**src/rtl/core/nand_large_page_op_sequencer_macros.svh**
```systemverilog
// Assertion macros used by the NAND large-page sequencer RTL.
`ifndef NAND_LARGE_PAGE_OP_SEQUENCER_MACROS_SVH
`define NAND_LARGE_PAGE_OP_SEQUENCER_MACROS_SVH

`ifndef ASSERT_OFF
`define NLP_ASSERT_IMPLIES(label, clk, rst_n, ante, cons) \
    label: assert property (@(posedge clk) disable iff (!(rst_n)) (ante) |-> (cons)) \
        else $error("NLP assertion failed");
`define NLP_ASSERT_NEXT(label, clk, rst_n, ante, cons) \
    label: assert property (@(posedge clk) disable iff (!(rst_n)) (ante) |=> (cons)) \
        else $error("NLP assertion failed");
`define NLP_ASSERT_ALWAYS(label, clk, rst_n, cond) \
    label: assert property (@(posedge clk) disable iff (!(rst_n)) (cond)) \
        else $error("NLP assertion failed");
`else
`define NLP_ASSERT_IMPLIES(label, clk, rst_n, ante, cons)
`define NLP_ASSERT_NEXT(label, clk, rst_n, ante, cons)
`define NLP_ASSERT_ALWAYS(label, clk, rst_n, cond)
`endif

`endif

```
**src/rtl/core/nlp_pkg.sv**
```systemverilog
// Types, codes and constants of the NAND large-page operation sequencer.
`default_nettype none
package nlp_pkg;

    localparam int PAGES_PER_BLOCK = 64;
    localparam int PAGE_BYTES      = 2048;
    localparam int SPARE_COLUMN    = 2048;
    localparam int PAGE_WORDS      = PAGE_BYTES / 4;
    localparam int WC_W            = $clog2(PAGE_WORDS);
    localparam int ROW_W           = 24;

    localparam logic [7:0] SPARE_COL_LO = 8'(SPARE_COLUMN);
    localparam logic [7:0] SPARE_COL_HI = 8'(SPARE_COLUMN >> 8);

    localparam logic [2:0] MODE_READ       = 3'd0;
    localparam logic [2:0] MODE_PROG_START = 3'd1;
    localparam logic [2:0] MODE_HOST_WORD  = 3'd2;
    localparam logic [2:0] MODE_ERASE      = 3'd3;
    localparam logic [2:0] MODE_CHECK_BAD  = 3'd4;
    localparam logic [2:0] MODE_MARK_BAD   = 3'd5;
    localparam logic [2:0] MODE_FLASH_BYTE = 3'd6;
    localparam logic [2:0] MODE_READ_ID    = 3'd7;

    localparam logic [2:0] KIND_CMD    = 3'd0;
    localparam logic [2:0] KIND_ADDR   = 3'd1;
    localparam logic [2:0] KIND_DATA   = 3'd2;
    localparam logic [2:0] KIND_WORD   = 3'd3;
    localparam logic [2:0] KIND_STATUS = 3'd4;

    localparam logic [7:0] CMD_READ0     = 8'h00;
    localparam logic [7:0] CMD_READ1     = 8'h30;
    localparam logic [7:0] CMD_PROG0     = 8'h80;
    localparam logic [7:0] CMD_PROG1     = 8'h10;
    localparam logic [7:0] CMD_STATUS    = 8'h70;
    localparam logic [7:0] CMD_ERASE0    = 8'h60;
    localparam logic [7:0] CMD_ERASE1    = 8'hD0;
    localparam logic [7:0] CMD_READ_ID   = 8'h90;
    localparam logic [7:0] GOOD_MARK     = 8'hFF;
    localparam logic [7:0] BAD_MARK      = 8'h00;
    localparam logic [7:0] ZERO_ADDR     = 8'h00;

    typedef enum logic [9:0] {
        PH_IDLE          = 10'b00_0000_0001,
        PH_READ          = 10'b00_0000_0010,
        PH_PROG          = 10'b00_0000_0100,
        PH_PROG_ST       = 10'b00_0000_1000,
        PH_ERASE_ST      = 10'b00_0001_0000,
        PH_ERASE_MARK_ST = 10'b00_0010_0000,
        PH_BAD_CHECK     = 10'b00_0100_0000,
        PH_MARK_ST       = 10'b00_1000_0000,
        PH_ID_FIRST      = 10'b01_0000_0000,
        PH_ID_SECOND     = 10'b10_0000_0000
    } t_phase;

    typedef enum logic [3:0] {
        SEQ_READ,
        SEQ_PROG,
        SEQ_DATA,
        SEQ_ERASE,
        SEQ_CHECK,
        SEQ_MARK,
        SEQ_ID,
        SEQ_WORD,
        SEQ_STATUS
    } t_seq;

    typedef struct packed {
        t_seq              seq;
        logic [ROW_W-1:0]  row;
        logic [31:0]       word;
        logic              status;
        logic              fin;
        logic [3:0]        cnt;
    } t_desc;

    typedef struct packed {
        logic [2:0]  mode;
        logic [15:0] block_index;
        logic [5:0]  page_index;
        logic [31:0] host_word;
        logic [7:0]  flash_byte;
    } t_req;

    typedef struct packed {
        logic [2:0]  kind;
        logic [7:0]  bus_byte;
        logic [31:0] word_out;
        logic        status;
        logic        last;
    } t_res;

endpackage
`default_nettype wire

```
**src/rtl/core/nlp_if.sv**
```systemverilog
// Request and result channel interfaces of the NAND large-page sequencer.
`default_nettype none
interface nlp_req_if;
    import nlp_pkg::*;
    logic valid;
    logic ready;
    t_req data;
    modport source(output valid, output data, input ready);
    modport sink(input valid, input data, output ready);
endinterface

interface nlp_res_if;
    import nlp_pkg::*;
    logic valid;
    logic ready;
    t_res data;
    modport source(output valid, output data, input ready);
    modport sink(input valid, input data, output ready);
endinterface
`default_nettype wire

```
**src/rtl/core/nand_large_page_op_sequencer.sv**
```systemverilog
// Large-page NAND operation sequencer: turns requests into bus cycles and results.
//
// Requests arrive on i_req: read page, program start, host word, erase, check bad,
// mark bad, flash byte and read id. Each accepted beat is decoded in the cycle it
// is taken, the operation state is updated at once, and a compact description of
// the results it causes (none to nine) is stored. Results leave on o_res one per
// beat: command, address and data cycles, words packed from flash bytes and status.
// Its description goes to the active register, or to the holding register while the
// output is busy. A request causing n results occupies the output for n beats; the
// holding register lets the next request be taken while the current one drains, so
// the output runs back to back at one result per cycle while the receiver is ready.
// Requests causing no result are taken every cycle while the holding register is free.
// When the receiver stalls, the current result holds, one further request is
// buffered and i_req.ready then falls. Reset clears the operation phase, the word
// counter, the byte gathering, the result index and both description valid flags.
`default_nettype none
module nand_large_page_op_sequencer (
    input  logic       i_clk,
    input  logic       i_rst_n,
    nlp_req_if.sink    i_req,
    nlp_res_if.source  o_res
);
    import nlp_pkg::*;
    `include "nand_large_page_op_sequencer_macros.svh"

    t_phase           r_phase, n_phase;
    logic [WC_W-1:0]  r_wc, n_wc;
    logic [23:0]      r_gather, n_gather;
    logic [1:0]       r_pos, n_pos;
    t_desc            r_act, r_pnd, n_desc;
    logic             r_act_v, r_pnd_v;
    logic [3:0]       r_idx;
    logic             in_acc, has_res, out_acc, act_done, act_free;
    logic [ROW_W-1:0] row_page, row_block;

    function automatic t_res res_at(input t_desc d, input logic [3:0] idx);
        t_res r;
        logic [7:0] rb;
        r = '0;
        case (idx)
            4'd3:    rb = d.row[7:0];
            4'd4:    rb = d.row[15:8];
            default: rb = d.row[23:16];
        endcase
        case (d.seq)
            SEQ_READ, SEQ_PROG, SEQ_CHECK, SEQ_MARK: begin
                case (idx)
                    4'd0: begin
                        r.kind = KIND_CMD;
                        r.bus_byte = (d.seq == SEQ_READ || d.seq == SEQ_CHECK)
                                   ? CMD_READ0 : CMD_PROG0;
                    end
                    4'd1: begin
                        r.kind = KIND_ADDR;
                        r.bus_byte = (d.seq == SEQ_CHECK || d.seq == SEQ_MARK)
                                   ? SPARE_COL_LO : ZERO_ADDR;
                    end
                    4'd2: begin
                        r.kind = KIND_ADDR;
                        r.bus_byte = (d.seq == SEQ_CHECK || d.seq == SEQ_MARK)
                                   ? SPARE_COL_HI : ZERO_ADDR;
                    end
                    4'd3, 4'd4, 4'd5: begin
                        r.kind = KIND_ADDR;
                        r.bus_byte = rb;
                    end
                    4'd6: begin
                        r.kind = (d.seq == SEQ_MARK) ? KIND_DATA : KIND_CMD;
                        r.bus_byte = (d.seq == SEQ_MARK) ? BAD_MARK : CMD_READ1;
                    end
                    4'd7: begin
                        r.kind = KIND_CMD;
                        r.bus_byte = CMD_PROG1;
                    end
                    default: begin
                        r.kind = KIND_CMD;
                        r.bus_byte = CMD_STATUS;
                    end
                endcase
            end
            SEQ_DATA: begin
                case (idx)
                    4'd0: begin
                        r.kind = KIND_DATA;
                        r.bus_byte = d.word[7:0];
                    end
                    4'd1: begin
                        r.kind = KIND_DATA;
                        r.bus_byte = d.word[15:8];
                    end
                    4'd2: begin
                        r.kind = KIND_DATA;
                        r.bus_byte = d.word[23:16];
                    end
                    4'd3: begin
                        r.kind = KIND_DATA;
                        r.bus_byte = d.word[31:24];
                    end
                    4'd4: begin
                        r.kind = KIND_CMD;
                        r.bus_byte = CMD_PROG1;
                    end
                    default: begin
                        r.kind = KIND_CMD;
                        r.bus_byte = CMD_STATUS;
                    end
                endcase
            end
            SEQ_ERASE: begin
                case (idx)
                    4'd0: begin
                        r.kind = KIND_CMD;
                        r.bus_byte = CMD_ERASE0;
                    end
                    4'd1: begin
                        r.kind = KIND_ADDR;
                        r.bus_byte = d.row[7:0];
                    end
                    4'd2: begin
                        r.kind = KIND_ADDR;
                        r.bus_byte = d.row[15:8];
                    end
                    4'd3: begin
                        r.kind = KIND_ADDR;
                        r.bus_byte = d.row[23:16];
                    end
                    4'd4: begin
                        r.kind = KIND_CMD;
                        r.bus_byte = CMD_ERASE1;
                    end
                    default: begin
                        r.kind = KIND_CMD;
                        r.bus_byte = CMD_STATUS;
                    end
                endcase
            end
            SEQ_ID: begin
                if (idx == 4'd0) begin
                    r.kind = KIND_CMD;
                    r.bus_byte = CMD_READ_ID;
                end else begin
                    r.kind = KIND_ADDR;
                    r.bus_byte = ZERO_ADDR;
                end
            end
            SEQ_WORD: begin
                r.kind = KIND_WORD;
                r.word_out = d.word;
            end
            default: begin
                r.kind = KIND_STATUS;
                r.status = d.status;
            end
        endcase
        r.last = (idx == d.cnt - 4'd1) ? d.fin : 1'b0;
        return r;
    endfunction

    assign row_page  = ROW_W'(({8'd0, i_req.data.block_index} * ROW_W'(PAGES_PER_BLOCK))
                       + ROW_W'(i_req.data.page_index));
    assign row_block = ROW_W'({8'd0, i_req.data.block_index} * ROW_W'(PAGES_PER_BLOCK));

    assign i_req.ready = !r_pnd_v;
    assign in_acc      = i_req.valid && i_req.ready;
    assign o_res.valid = r_act_v;
    assign o_res.data  = res_at(r_act, r_idx);
    assign out_acc     = r_act_v && o_res.ready;
    assign act_done    = out_acc && (r_idx == r_act.cnt - 4'd1);
    assign act_free    = !r_act_v || act_done;
    assign has_res     = in_acc && (n_desc.cnt != 4'd0);

    always_comb begin
        n_phase  = r_phase;
        n_wc     = r_wc;
        n_gather = r_gather;
        n_pos    = r_pos;
        n_desc   = '{seq: SEQ_STATUS, row: row_block, word: i_req.data.host_word,
                     status: 1'b0, fin: 1'b1, cnt: 4'd0};
        if (i_req.data.mode != MODE_HOST_WORD && i_req.data.mode != MODE_FLASH_BYTE) begin
            n_wc     = '0;
            n_gather = '0;
            n_pos    = '0;
        end
        case (i_req.data.mode)
            MODE_READ: begin
                n_desc.seq = SEQ_READ;
                n_desc.row = row_page;
                n_desc.cnt = 4'd7;
                n_phase    = PH_READ;
            end
            MODE_PROG_START: begin
                n_desc.seq = SEQ_PROG;
                n_desc.row = row_page;
                n_desc.cnt = 4'd6;
                n_phase    = PH_PROG;
            end
            MODE_HOST_WORD: begin
                if (r_phase == PH_PROG) begin
                    n_desc.seq = SEQ_DATA;
                    if (r_wc == WC_W'(PAGE_WORDS - 1)) begin
                        n_desc.cnt = 4'd6;
                        n_wc       = '0;
                        n_phase    = PH_PROG_ST;
                    end else begin
                        n_desc.cnt = 4'd4;
                        n_wc       = r_wc + 1'b1;
                    end
                end
            end
            MODE_ERASE: begin
                n_desc.seq = SEQ_ERASE;
                n_desc.cnt = 4'd6;
                n_phase    = PH_ERASE_ST;
            end
            MODE_CHECK_BAD: begin
                n_desc.seq = SEQ_CHECK;
                n_desc.cnt = 4'd7;
                n_phase    = PH_BAD_CHECK;
            end
            MODE_MARK_BAD: begin
                n_desc.seq = SEQ_MARK;
                n_desc.cnt = 4'd9;
                n_phase    = PH_MARK_ST;
            end
            MODE_READ_ID: begin
                n_desc.seq = SEQ_ID;
                n_desc.cnt = 4'd2;
                n_phase    = PH_ID_FIRST;
            end
            MODE_FLASH_BYTE: begin
                case (r_phase)
                    PH_READ: begin
                        case (r_pos)
                            2'd0: n_gather[7:0]   = i_req.data.flash_byte;
                            2'd1: n_gather[15:8]  = i_req.data.flash_byte;
                            2'd2: n_gather[23:16] = i_req.data.flash_byte;
                            default: begin
                                n_desc.seq  = SEQ_WORD;
                                n_desc.word = {i_req.data.flash_byte, r_gather};
                                n_desc.cnt  = 4'd1;
                                n_gather    = '0;
                                if (r_wc == WC_W'(PAGE_WORDS - 1)) begin
                                    n_wc    = '0;
                                    n_phase = PH_IDLE;
                                end else begin
                                    n_desc.fin = 1'b0;
                                    n_wc       = r_wc + 1'b1;
                                end
                            end
                        endcase
                        n_pos = r_pos + 2'd1;
                    end
                    PH_PROG_ST, PH_MARK_ST: begin
                        n_desc.status = i_req.data.flash_byte[0];
                        n_desc.cnt    = 4'd1;
                        n_phase       = PH_IDLE;
                    end
                    PH_ERASE_ST: begin
                        if (i_req.data.flash_byte[0]) begin
                            n_desc.seq = SEQ_MARK;
                            n_desc.cnt = 4'd9;
                            n_phase    = PH_ERASE_MARK_ST;
                        end else begin
                            n_desc.cnt = 4'd1;
                            n_phase    = PH_IDLE;
                        end
                    end
                    PH_ERASE_MARK_ST: begin
                        n_desc.status = 1'b1;
                        n_desc.cnt    = 4'd1;
                        n_phase       = PH_IDLE;
                    end
                    PH_BAD_CHECK: begin
                        n_desc.status = (i_req.data.flash_byte != GOOD_MARK);
                        n_desc.cnt    = 4'd1;
                        n_phase       = PH_IDLE;
                    end
                    PH_ID_FIRST: begin
                        n_gather = {16'd0, i_req.data.flash_byte};
                        n_phase  = PH_ID_SECOND;
                    end
                    PH_ID_SECOND: begin
                        n_desc.seq  = SEQ_WORD;
                        n_desc.word = {8'd0, i_req.data.flash_byte, 8'd0, r_gather[7:0]};
                        n_desc.cnt  = 4'd1;
                        n_gather    = '0;
                        n_phase     = PH_IDLE;
                    end
                    default: begin
                        n_phase = r_phase;
                    end
                endcase
            end
            default: begin
                n_phase = r_phase;
            end
        endcase
    end

    always_ff @(posedge i_clk) begin
        if (!i_rst_n) begin
            r_phase  <= PH_IDLE;
            r_wc     <= '0;
            r_gather <= '0;
            r_pos    <= '0;
            r_act_v  <= 1'b0;
            r_pnd_v  <= 1'b0;
            r_idx    <= '0;
        end else begin
            if (in_acc) begin
                r_phase  <= n_phase;
                r_wc     <= n_wc;
                r_gather <= n_gather;
                r_pos    <= n_pos;
            end
            if (act_free) begin
                r_idx <= '0;
                if (r_pnd_v) begin
                    r_act_v <= 1'b1;
                    r_pnd_v <= has_res;
                end else begin
                    r_act_v <= has_res;
                end
            end else begin
                if (out_acc) begin
                    r_idx <= r_idx + 4'd1;
                end
                if (has_res) begin
                    r_pnd_v <= 1'b1;
                end
            end
        end
    end

    always_ff @(posedge i_clk) begin
        if (act_free) begin
            if (r_pnd_v) begin
                r_act <= r_pnd;
                r_pnd <= n_desc;
            end else begin
                r_act <= n_desc;
            end
        end else if (has_res) begin
            r_pnd <= n_desc;
        end
    end

    `NLP_ASSERT_IMPLIES(a_pnd_needs_act, i_clk, i_rst_n, r_pnd_v, r_act_v)
    `NLP_ASSERT_IMPLIES(a_idx_in_range, i_clk, i_rst_n, r_act_v,
                        (r_act.cnt != 4'd0) && (r_idx < r_act.cnt))
    `NLP_ASSERT_NEXT(a_run_continues, i_clk, i_rst_n, out_acc && !act_done,
                     o_res.valid && (r_idx == $past(r_idx) + 4'd1))
    `NLP_ASSERT_ALWAYS(a_phase_onehot, i_clk, i_rst_n, $onehot(r_phase))
    `NLP_ASSERT_NEXT(a_stall_holds, i_clk, i_rst_n, o_res.valid && !o_res.ready,
                     o_res.valid && $stable(r_idx))

endmodule
`default_nettype wire

```
**src/flat_wrapper.sv**
```systemverilog
// flat-port wrapper written by rule: the top's interface ports become plain ports
module nand_large_page_op_sequencer_flat import nlp_pkg::*;
  (i_clk, i_rst_n, i_req_valid, i_req_data, i_req_ready, o_res_valid, o_res_data, o_res_ready);
  nlp_req_if i_req_i ();
  nlp_res_if o_res_i ();
  input  logic i_clk;
  input  logic i_rst_n;
  input wire logic [$bits(i_req_i.valid)-1:0] i_req_valid;
  input wire logic [$bits(i_req_i.data)-1:0] i_req_data;
  output wire logic [$bits(i_req_i.ready)-1:0] i_req_ready;
  output wire logic [$bits(o_res_i.valid)-1:0] o_res_valid;
  output wire logic [$bits(o_res_i.data)-1:0] o_res_data;
  input wire logic [$bits(o_res_i.ready)-1:0] o_res_ready;
  assign i_req_i.valid = i_req_valid;
  assign i_req_i.data = i_req_data;
  assign i_req_ready = i_req_i.ready;
  assign o_res_valid = o_res_i.valid;
  assign o_res_data = o_res_i.data;
  assign o_res_i.ready = o_res_ready;
  nand_large_page_op_sequencer u_core (.i_clk(i_clk), .i_rst_n(i_rst_n), .i_req(i_req_i), .o_res(o_res_i));
endmodule
```
**config.mk**
```make
export PLATFORM = sky130hd
export DESIGN_NAME = nand_large_page_op_sequencer_flat
export DESIGN_NICKNAME = d
export VERILOG_FILES = /design/src/rtl/core/nlp_pkg.sv /design/src/rtl/core/nlp_if.sv /design/src/rtl/core/nand_large_page_op_sequencer.sv /design/src/flat_wrapper.sv
export VERILOG_INCLUDE_DIRS = /design/src /design/src/rtl/core
export SDC_FILE = /design/constraint.sdc
export NUM_CORES = 1
export LEC_CHECK = 0
export BUFFER_PORTS_ARGS = -buffer_cell sky130_fd_sc_hd__buf_2
export CORE_MARGIN = 3
export CORE_UTILIZATION = 57
export DETAILED_ROUTE_END_ITERATION = 8
export PLACE_DENSITY = 0.81
export SLEW_MARGIN = 10
export SYNTH_ARGS = -nofsm -noshare
export SYNTH_HDL_FRONTEND = slang
export SYNTH_SLANG_ARGS = --single-unit
```
**constraint.sdc**
```tcl
create_clock -name i_clk -period 12.48 [get_ports i_clk]
set_input_delay 1.248 -clock i_clk [delete_from_list [all_inputs] [get_ports i_clk]]
set_output_delay 1.248 -clock i_clk [all_outputs]
set_load 0.01 [all_outputs]
```
==> results of run 1 <==
-- power breakdown --
group / switching [W] / internal (W)
Sequential: 0.0000260 / 0.000682
Combinational: 0.0000804 / 0.0000538
Clock: 0.000221 / 0.000314
Total: 0.000328 / 0.00105
-- critical path, cell delays in order, from the launching register on --
cell and delay [ns]:
dfxtp_1 0.36, inv_1 0.13, ha_1 0.33, nor3b_1 0.98, a22o_1 0.29, a221oi_1 0.07, o22a_1 0.27, o21ai_0 0.09
buf_2 0.17
-- cells in the mapped netlist (6+ instances only) --
cell       number  area (sq um)
dfxtp_1        51          1021
a22oi_1        17         127.6
and2_1         43         269.0
a31oi_1         7         43.79
a222oi_1        6         60.06
nor3b_1         6         45.04
mux2i_1         8         80.08
nor2_1         32         120.1
nor2b_1         7         43.79
edfxtp_1      128          3844
mux2_2         62         698.2
xnor2_1         6         52.55
and3_1          6         37.54
nand4_1         9         56.30
ha_1           11         137.6
a211oi_1        9         67.56
nand2_1        47         176.4
nand3_1        21         105.1
buf_2           7         35.03
nor3_1          8         40.04
o2bb2ai_1       8         70.07
a21oi_1        23         115.1
a221oi_1        8         70.07
o21ai_0        14         70.07
inv_1          13         48.80
clkbuf_1       30         112.6
o22ai_1         7         43.79
a22o_1         60         525.5
-- sequential cells by signal, indices dropped and copies added, names as in the netlist, 2 cells and up --
register	count
u_core.r_act	64
u_core.r_gather	24
u_core.r_idx	4
u_core.r_phase	10
u_core.r_pnd	64
u_core.r_pos	2
u_core.r_wc	9
-- metal layers --
metal	part of all wire [%]	track usage, %	vias up
met3	7.2	5.475	40
met1	41	35.01	3415
li1	-	-	3144
met2	49	45.36	359
met5	0	0	-
met4	2.4	8.576	0
-- area by class of cell --
cell class	instances	area share (%)
clock inverter	10	0.8744
tap	211	2.563
inverter	14	0.5101
timing repair buffer	120	5.951
clock buffer	22	4.967
sequential	179	47.22
multi-input combinational	518	37.92
-- final timing paths --
path / end / slack [ns] / start / cells after the start
setup / recovery: o_res_data[35] / 8.10 / u_core.r_idx[0] / 8
hold / removal: u_core.r_gather[8] / 0.49 / u_core.r_gather[8] / 1
setup reg to reg: u_core.r_pnd[65] / 8.45 / u_core.r_phase[1] / 6
hold reg to reg: u_core.r_gather[8] / 0.49 / u_core.r_gather[8] / 1
-- stage by stage --
step | utilization (%) | hold WS, ns
after CTS | 67.27 | 0.4851
final | 67.27 | 0.4884
after global routing | 67.27 | 0.4964
after floorplan | - | 0.4496
after detailed placement | 63.34 | 0.4679
after global placement | 63.34 | 0.4621
-- cell usage in the layout (no fill, tap or decap), drive strengths merged, types with 8 or more instances in the layout --
| cell | instances |
|---|---|
| a22oi | 17 |
| a22o | 60 |
| clkbuf | 22 |
| edfxtp | 128 |
| mux2i | 8 |
| nand2 | 47 |
| inv | 19 |
| dfxtp | 51 |
| o21ai | 17 |
| buf | 120 |
| a21oi | 23 |
| ha | 11 |
| mux2 | 62 |
| a221oi | 8 |
| nand3 | 21 |
| a211oi | 9 |
| nor2 | 33 |
| and2 | 43 |
| nand4 | 10 |
| o2bb2ai | 8 |
| nor3 | 8 |
-- cells by family (layout without fill, tap and decap cells) --
family,count (synthesis),in the layout,synth area share (%)
compound gates,204,204,17.36
mux,70,70,8.638
simple gates,220,220,14.01
xor+xnor,12,12,1.319
fa+ha+maj,12,12,1.639
flops,179,179,53.99
buf+inv,63,166,3.041
==> summary.txt, run 1 <==
Placement
  • Detailed Place HPWL: 16800 microns
  • Final GP Congestion: 0.9529
  • Dpl ws: 8.174 ns
  • Placed Instances: 1042
  • Port bufs: 115
  • Placed Area: 0.009701 sq mm

STA
  • Fin. max-slew vios: 0
  • Fmax: 228.4 MHz
  • Post-route setup slack: 8.102 ns
  • Clock Skew: 0.01019 ns
  • Minimum clock period: 4.378 ns
  • Setup TNS: 0 ns
  • Fin crit share: 35.08%
  • Slew HR: 21.08%
  • Final hold violations: 0
  • Final setup viols: 0
  • RSZ-0062 raised after global routing: no
  • Worst-margin pin slew: 1.181 ns

Layout
  • Multi-input logic area: 0.003906 sq mm
  • Area grow syn2layout: 14.35%
  • Ratio of cells with drive above 1 in the final layout: 26.88%
  • Final #Nets: 930
  • Filler cells: 1174
  • Layout Cells excl Fill: 1074
  • N_diodes: 0
  • Finished Cell Area: 0.01030 sq mm
  • Seq. cell area: 0.004865 sq mm

Synth
  • Post-synthesis sequential area ratio: 53.99%
  • Avg Inst Size Synth: 11.86 sq um
  • Post-synth cell types: 71
  • Ys flop type: edfxtp_1
  • Number of synthesized flops with an enable pin: 128
  • Mapped cell area: 0.009010 sq mm
  • Seq cells post-synth: 179
  • FFs w/ async S/R, synth: 0%
  • Synth warn: 0
  • Cells after Synth: 760
  • Post-Syn Nets: 840

Floorplanning
  • CORE AREA: 0.01531 sq mm
  • Die area: 0.01735 sq mm
  • IO Pins: 116
  • Rows: 45
  • Initial Util: 58.83%
  • Chip Width: 131.7 microns
  • Die Y-Extent: 131.7 microns

Power
  • Final Power: 0.001378 W
  • P_leak: 3.892 nW
  • VDD IR-drop max: 102.7 uV
  • Power density cells: 133.7 mW/mm^2

Run status
  • Status: complete, no violations

Clocking
  • Post_cts resized: 0
  • CTS sink cnt: 179
  • Worst-Skew Late Latency: 0.43 ns
  • Root buf cell: clkbuf_16
  • CTS tree: built
  • Post-CTS Setup Inserts: 0
  • CTS Hold Bufs: 0
  • Reg clk slew, reported paths: 0.06 ns
  • Max Root-Sink Buffers: 2
  • TritonCTS Buffers: 17
  • CTS H-tree lvls: 4

Setup path
  • Worst path required time: 11.23 ns
  • Arr. time, crit path: 3.13 ns
  • CP Capture Type: output port
  • Critical Path Fanout Max: 10
  • Worst Setup Start Kind: register
  • Crit Path Class: reg2out

Run
  • Max Cap Viol: 0

Detailed routing
  • DR pass1 iterations: 5
  • Avg WL per Cell: 21.90 microns
  • Initial DRC count: 797
  • DRC viols: 0
  • Via count: 6958
  • Vias per cell: 6.479
  • Routed Antenna Nets: 0
  • Routed WL: 23520 microns

GRT
  • Initial antenna violation count: 0
  • GRT Util Overall: 26.85%
  • GRT Residual Overflow: 0
  • Vias in the first global route: 6761
  • First-pass GRT wire length: 36880 microns
  • Largest net degree at the start of global routing: 68

Worst hold path
  • Hold/Removal Path Class: reg2reg
Power figures use the tool's default switching activity.
==> run 2, diff against run 1 <==
ABC_AREA = 1   (was default)
CORE_UTILIZATION = 53   (was 57)
PLACE_DENSITY = 0.78   (was 0.81)
clock period = 3.56 ns   (was 12.48 ns; I/O delays follow)
==> summary.txt, run 2 <==
Run status
  • Status: complete, no violations

Detailed routing
  • Avg WL per Cell: 16.59 microns (-24%)
  • Initial DRC count: 902 (+13%)
  • Vias per cell: 5.545 (-14%)
  • Via count: 8622 (+24%)
  • DRC viols: 0 (unchanged)
  • Routed Antenna Nets: 0 (unchanged)
  • Routed WL: 25810 microns (+9.7%)
  • DR pass1 iterations: 6 (+1)

Placement
  • Port bufs: 115 (unchanged)
  • Placed Area: 0.01068 sq mm (+10%)
  • Final GP Congestion: 0.9418 (-1.2%)
  • Dpl ws: 0.6507 ns (-7.523 ns)
  • Detailed Place HPWL: 19010 microns (+13%)

Synth
  • Seq cells post-synth: 179 (unchanged)
  • Leading area contributor after synthesis: edfxtp_1
  • Post-synth cell types: 52 (-27%)
  • Most common cell in the netlist: nand2_1
  • Post-synth top area share: 38.48% (-4.2 points)
  • Top cells by area, synth: edfxtp_1 38%, nand2_1 12%, dfxtp_1 10%
  • FFs w/ async S/R, synth: 0% (unchanged)
  • Cells after Synth: 1216 (+60%)
  • Avg Inst Size Synth: 8.214 sq um (-31%)
  • Mapped cell area: 0.009988 sq mm (+11%)
  • Post-Syn Nets: 1296 (+54%)
  • Synth warn: 0 (unchanged)
  • Commonest cells post-synth: 329 x nand2_1, 155 x inv_1, 128 x edfxtp_1
  • Post-synthesis sequential area ratio: 48.70% (-5.3 points)
  • Ys flop type: edfxtp_1
  • Number of synthesized flops with an enable pin: 128 (unchanged)

Clocking
  • CTS tree: built
  • Worst-Skew Late Latency: 0.44 ns (about the same)
  • Post-CTS Setup Inserts: 0 (unchanged)
  • CTS sink cnt: 179 (unchanged)
  • CTS H-tree lvls: 4 (unchanged)
  • Root buf cell: clkbuf_16
  • Post_cts resized: 0 (unchanged)
  • Max Root-Sink Buffers: 2 (unchanged)
  • CTS Hold Bufs: 0 (unchanged)
  • Reg clk slew, reported paths: 0.07 ns (about the same)
  • TritonCTS Buffers: 17 (unchanged)

STA
  • Slew HR: 38.73% (+18 points)
  • Setup TNS: 0 ns (unchanged)
  • Minimum clock period: 3.181 ns
  • Final setup viols: 0 (unchanged)
  • Clock Skew: 0.01508 ns (+0.004895 ns)
  • RSZ-0062 raised after global routing: no
  • Tightest hold margin: 0.09423 ns (-0.3941 ns)
  • Fmax: 314.3 MHz
  • Post-route setup slack: 0.3787 ns (-7.723 ns)
  • Fin. max-slew vios: 0 (unchanged)
  • Fin crit share: 89.36%
  • Final hold violations: 0 (unchanged)
  • Worst-margin pin slew: 0.9181 ns (-0.2632 ns)

GRT
  • Vias in the first global route: 7849 (+16%)
  • GRT Residual Overflow: 0 (unchanged)
  • Initial antenna violation count: 0 (unchanged)
  • Met2 Use GR: 39.74% (-5.6 points)
  • First-pass GRT wire length: 40580 microns (+10%)
  • Largest net degree at the start of global routing: 83 (+22%)
  • Global Route met1 Usage: 35.51% (+0.50 points)
  • GR Util met3: 4.990% (-0.48 points)
  • GR peak layer: met2
  • GRT Util Overall: 25.14% (-1.7 points)

Setup path
  • Worst path required time: 3.20 ns (-8.03 ns)
  • CP Capture Type: output port
  • Critical Path Fanout Max: 11 (+1)
  • Buf/Inv on CP: 4 (+2)
  • Crit path max-delay family: simple AND/OR/NAND/NOR gates
  • Slowest stage cell, crit path: dfxtp_1
  • Register-to-Register Path Depth: 13 (+7)
  • Crit Path Class: reg2out
  • Arr. time, crit path: 2.83 ns (-0.30 ns)
  • Crit path cell chain: inv_1 -> ha_1 -> nand2_1 -> buf_4 -> inv_1 -> nor2_1 -> nand2_1 -> nor2_1 -> nand2_1 -> o211ai_1 -> nand2_1 -> nand3_1 -> buf_2
  • Crit-path max cell delay: 0.41 ns (-0.57 ns)
  • Critical path depth in cells: 13 (+5)
  • Cell mode on critical path: nand2_1
  • Worst Setup Start Kind: register

Layout
  • Seq. cell area: 0.004865 sq mm (unchanged)
  • Final #Nets: 1393 (+50%)
  • Filler cells: 1577 (+34%)
  • Ratio of cells with drive above 1 in the final layout: 18.25% (-8.6 points)
  • Finished Cell Area: 0.01125 sq mm (+9.2%)
  • Area grow syn2layout: 12.60%
  • N_diodes: 0 (unchanged)
  • Commonest non-fill, non-tap cell in the layout: nand2_1
  • Multi-input logic area: 0.004255 sq mm (+8.9%)
  • Biggest regs: u_core.r_act: 64 flops, u_core.r_pnd: 64 flops, u_core.r_gather: 24 flops
  • Core occupancy in the finished layout: 61.77% (-5.5 points)
  • Most frequent cells in the layout: 328 x nand2_1, 154 x inv_1, 128 x edfxtp_1

Floorplanning
  • Initial Util: 54.85% (-4.0 points)
  • Rows: 49 (+8.9%)
  • Die Y-Extent: 143.3 microns (+8.8%)
  • IO Pins: 116 (unchanged)
  • Die area: 0.02053 sq mm (+18%)
  • Chip Width: 143.3 microns (+8.8%)
  • CORE AREA: 0.01821 sq mm (+19%)

Worst hold path
  • Hold path depth: 1 (unchanged)
  • Hold/Removal Path Class: in2reg

Run
  • Max Cap Viol: 0 (unchanged)

Power
  • VDD IR-drop max: 371.3 uV (+260%)
  • Power density cells: 453.1 mW/mm^2 (+240%)
  • P_leak: 5.031 nW (+29%)
run 2: cell types whose count changed in the layout (fill, tap and decap cells not counted), sizes merged, moves of 39 or more:
cell	previous run	this run
and2	43	4
inv	19	173
o21ai	17	86
a22o	60	0
mux2	62	0
nor2	33	124
nand2	47	350
nand3	21	73
run 2: worst reg2reg max path, delay by kind of cell (launching register included):
kind	cells	cell delay, ns
fa+ha+maj	2	0.33
compound gates	2	0.40
flops	1	0.37
buf+inv	2	0.63
simple gates	7	0.81
run 2: worst paths after layout:
kind / start / endpoint / slack (ns)
setup / recovery: u_core.r_idx[0] / o_res_data[40] / 0.38
hold reg to reg: u_core.r_gather[7] / u_core.r_gather[7] / 0.47
setup reg to reg: u_core.r_wc[1] / u_core.r_pnd[29] / 0.60
hold / removal: i_req_data[50] / u_core.r_pnd[48] / 0.09
run 2: final cells by class:
type	instances	share of cell area (%)
clock buffer	18	3.816
clock inverter	14	1.201
inverter	165	5.562
multi-input combinational	825	37.84
sequential	179	43.25
tap	229	2.548
timing repair buffer	125	5.785
run 2: cells by family after synthesis:
group / synth area share, %
adders and majority gates: 1.378
and+or+nand+nor: 26.87
xor gates and xnor gates: 0.7014
buffers and inverters: 8.881
DFF: 48.70
AOI/OAI and AO/OA: 13.47
run 2: metal layers:
metal | wire length (microns) | vias to the layer above
met5 | 0 | -
met4 | 604 | 0
met3 | 1910 | 48
met2 | 12040 | 364
met1 | 11250 | 3944
li1 | - | 4266
run 2: stage by stage:
stage,total power (W),instances
finish,0.005096,1555
global route,0.005296,1555
detailed placement,0.003323,1523
global placement,0.003305,1523
CTS,0.005112,1555
floorplan,0.003068,1216
run 2: power breakdown:
part	internal, W	total (W)	leakage, nW	switching [W]
combinational	0.000213	0.000720	3.09	0.000507
clock	0.000929	0.00181	0.272	0.000881
sequential	0.00248	0.00257	1.67	0.0000896
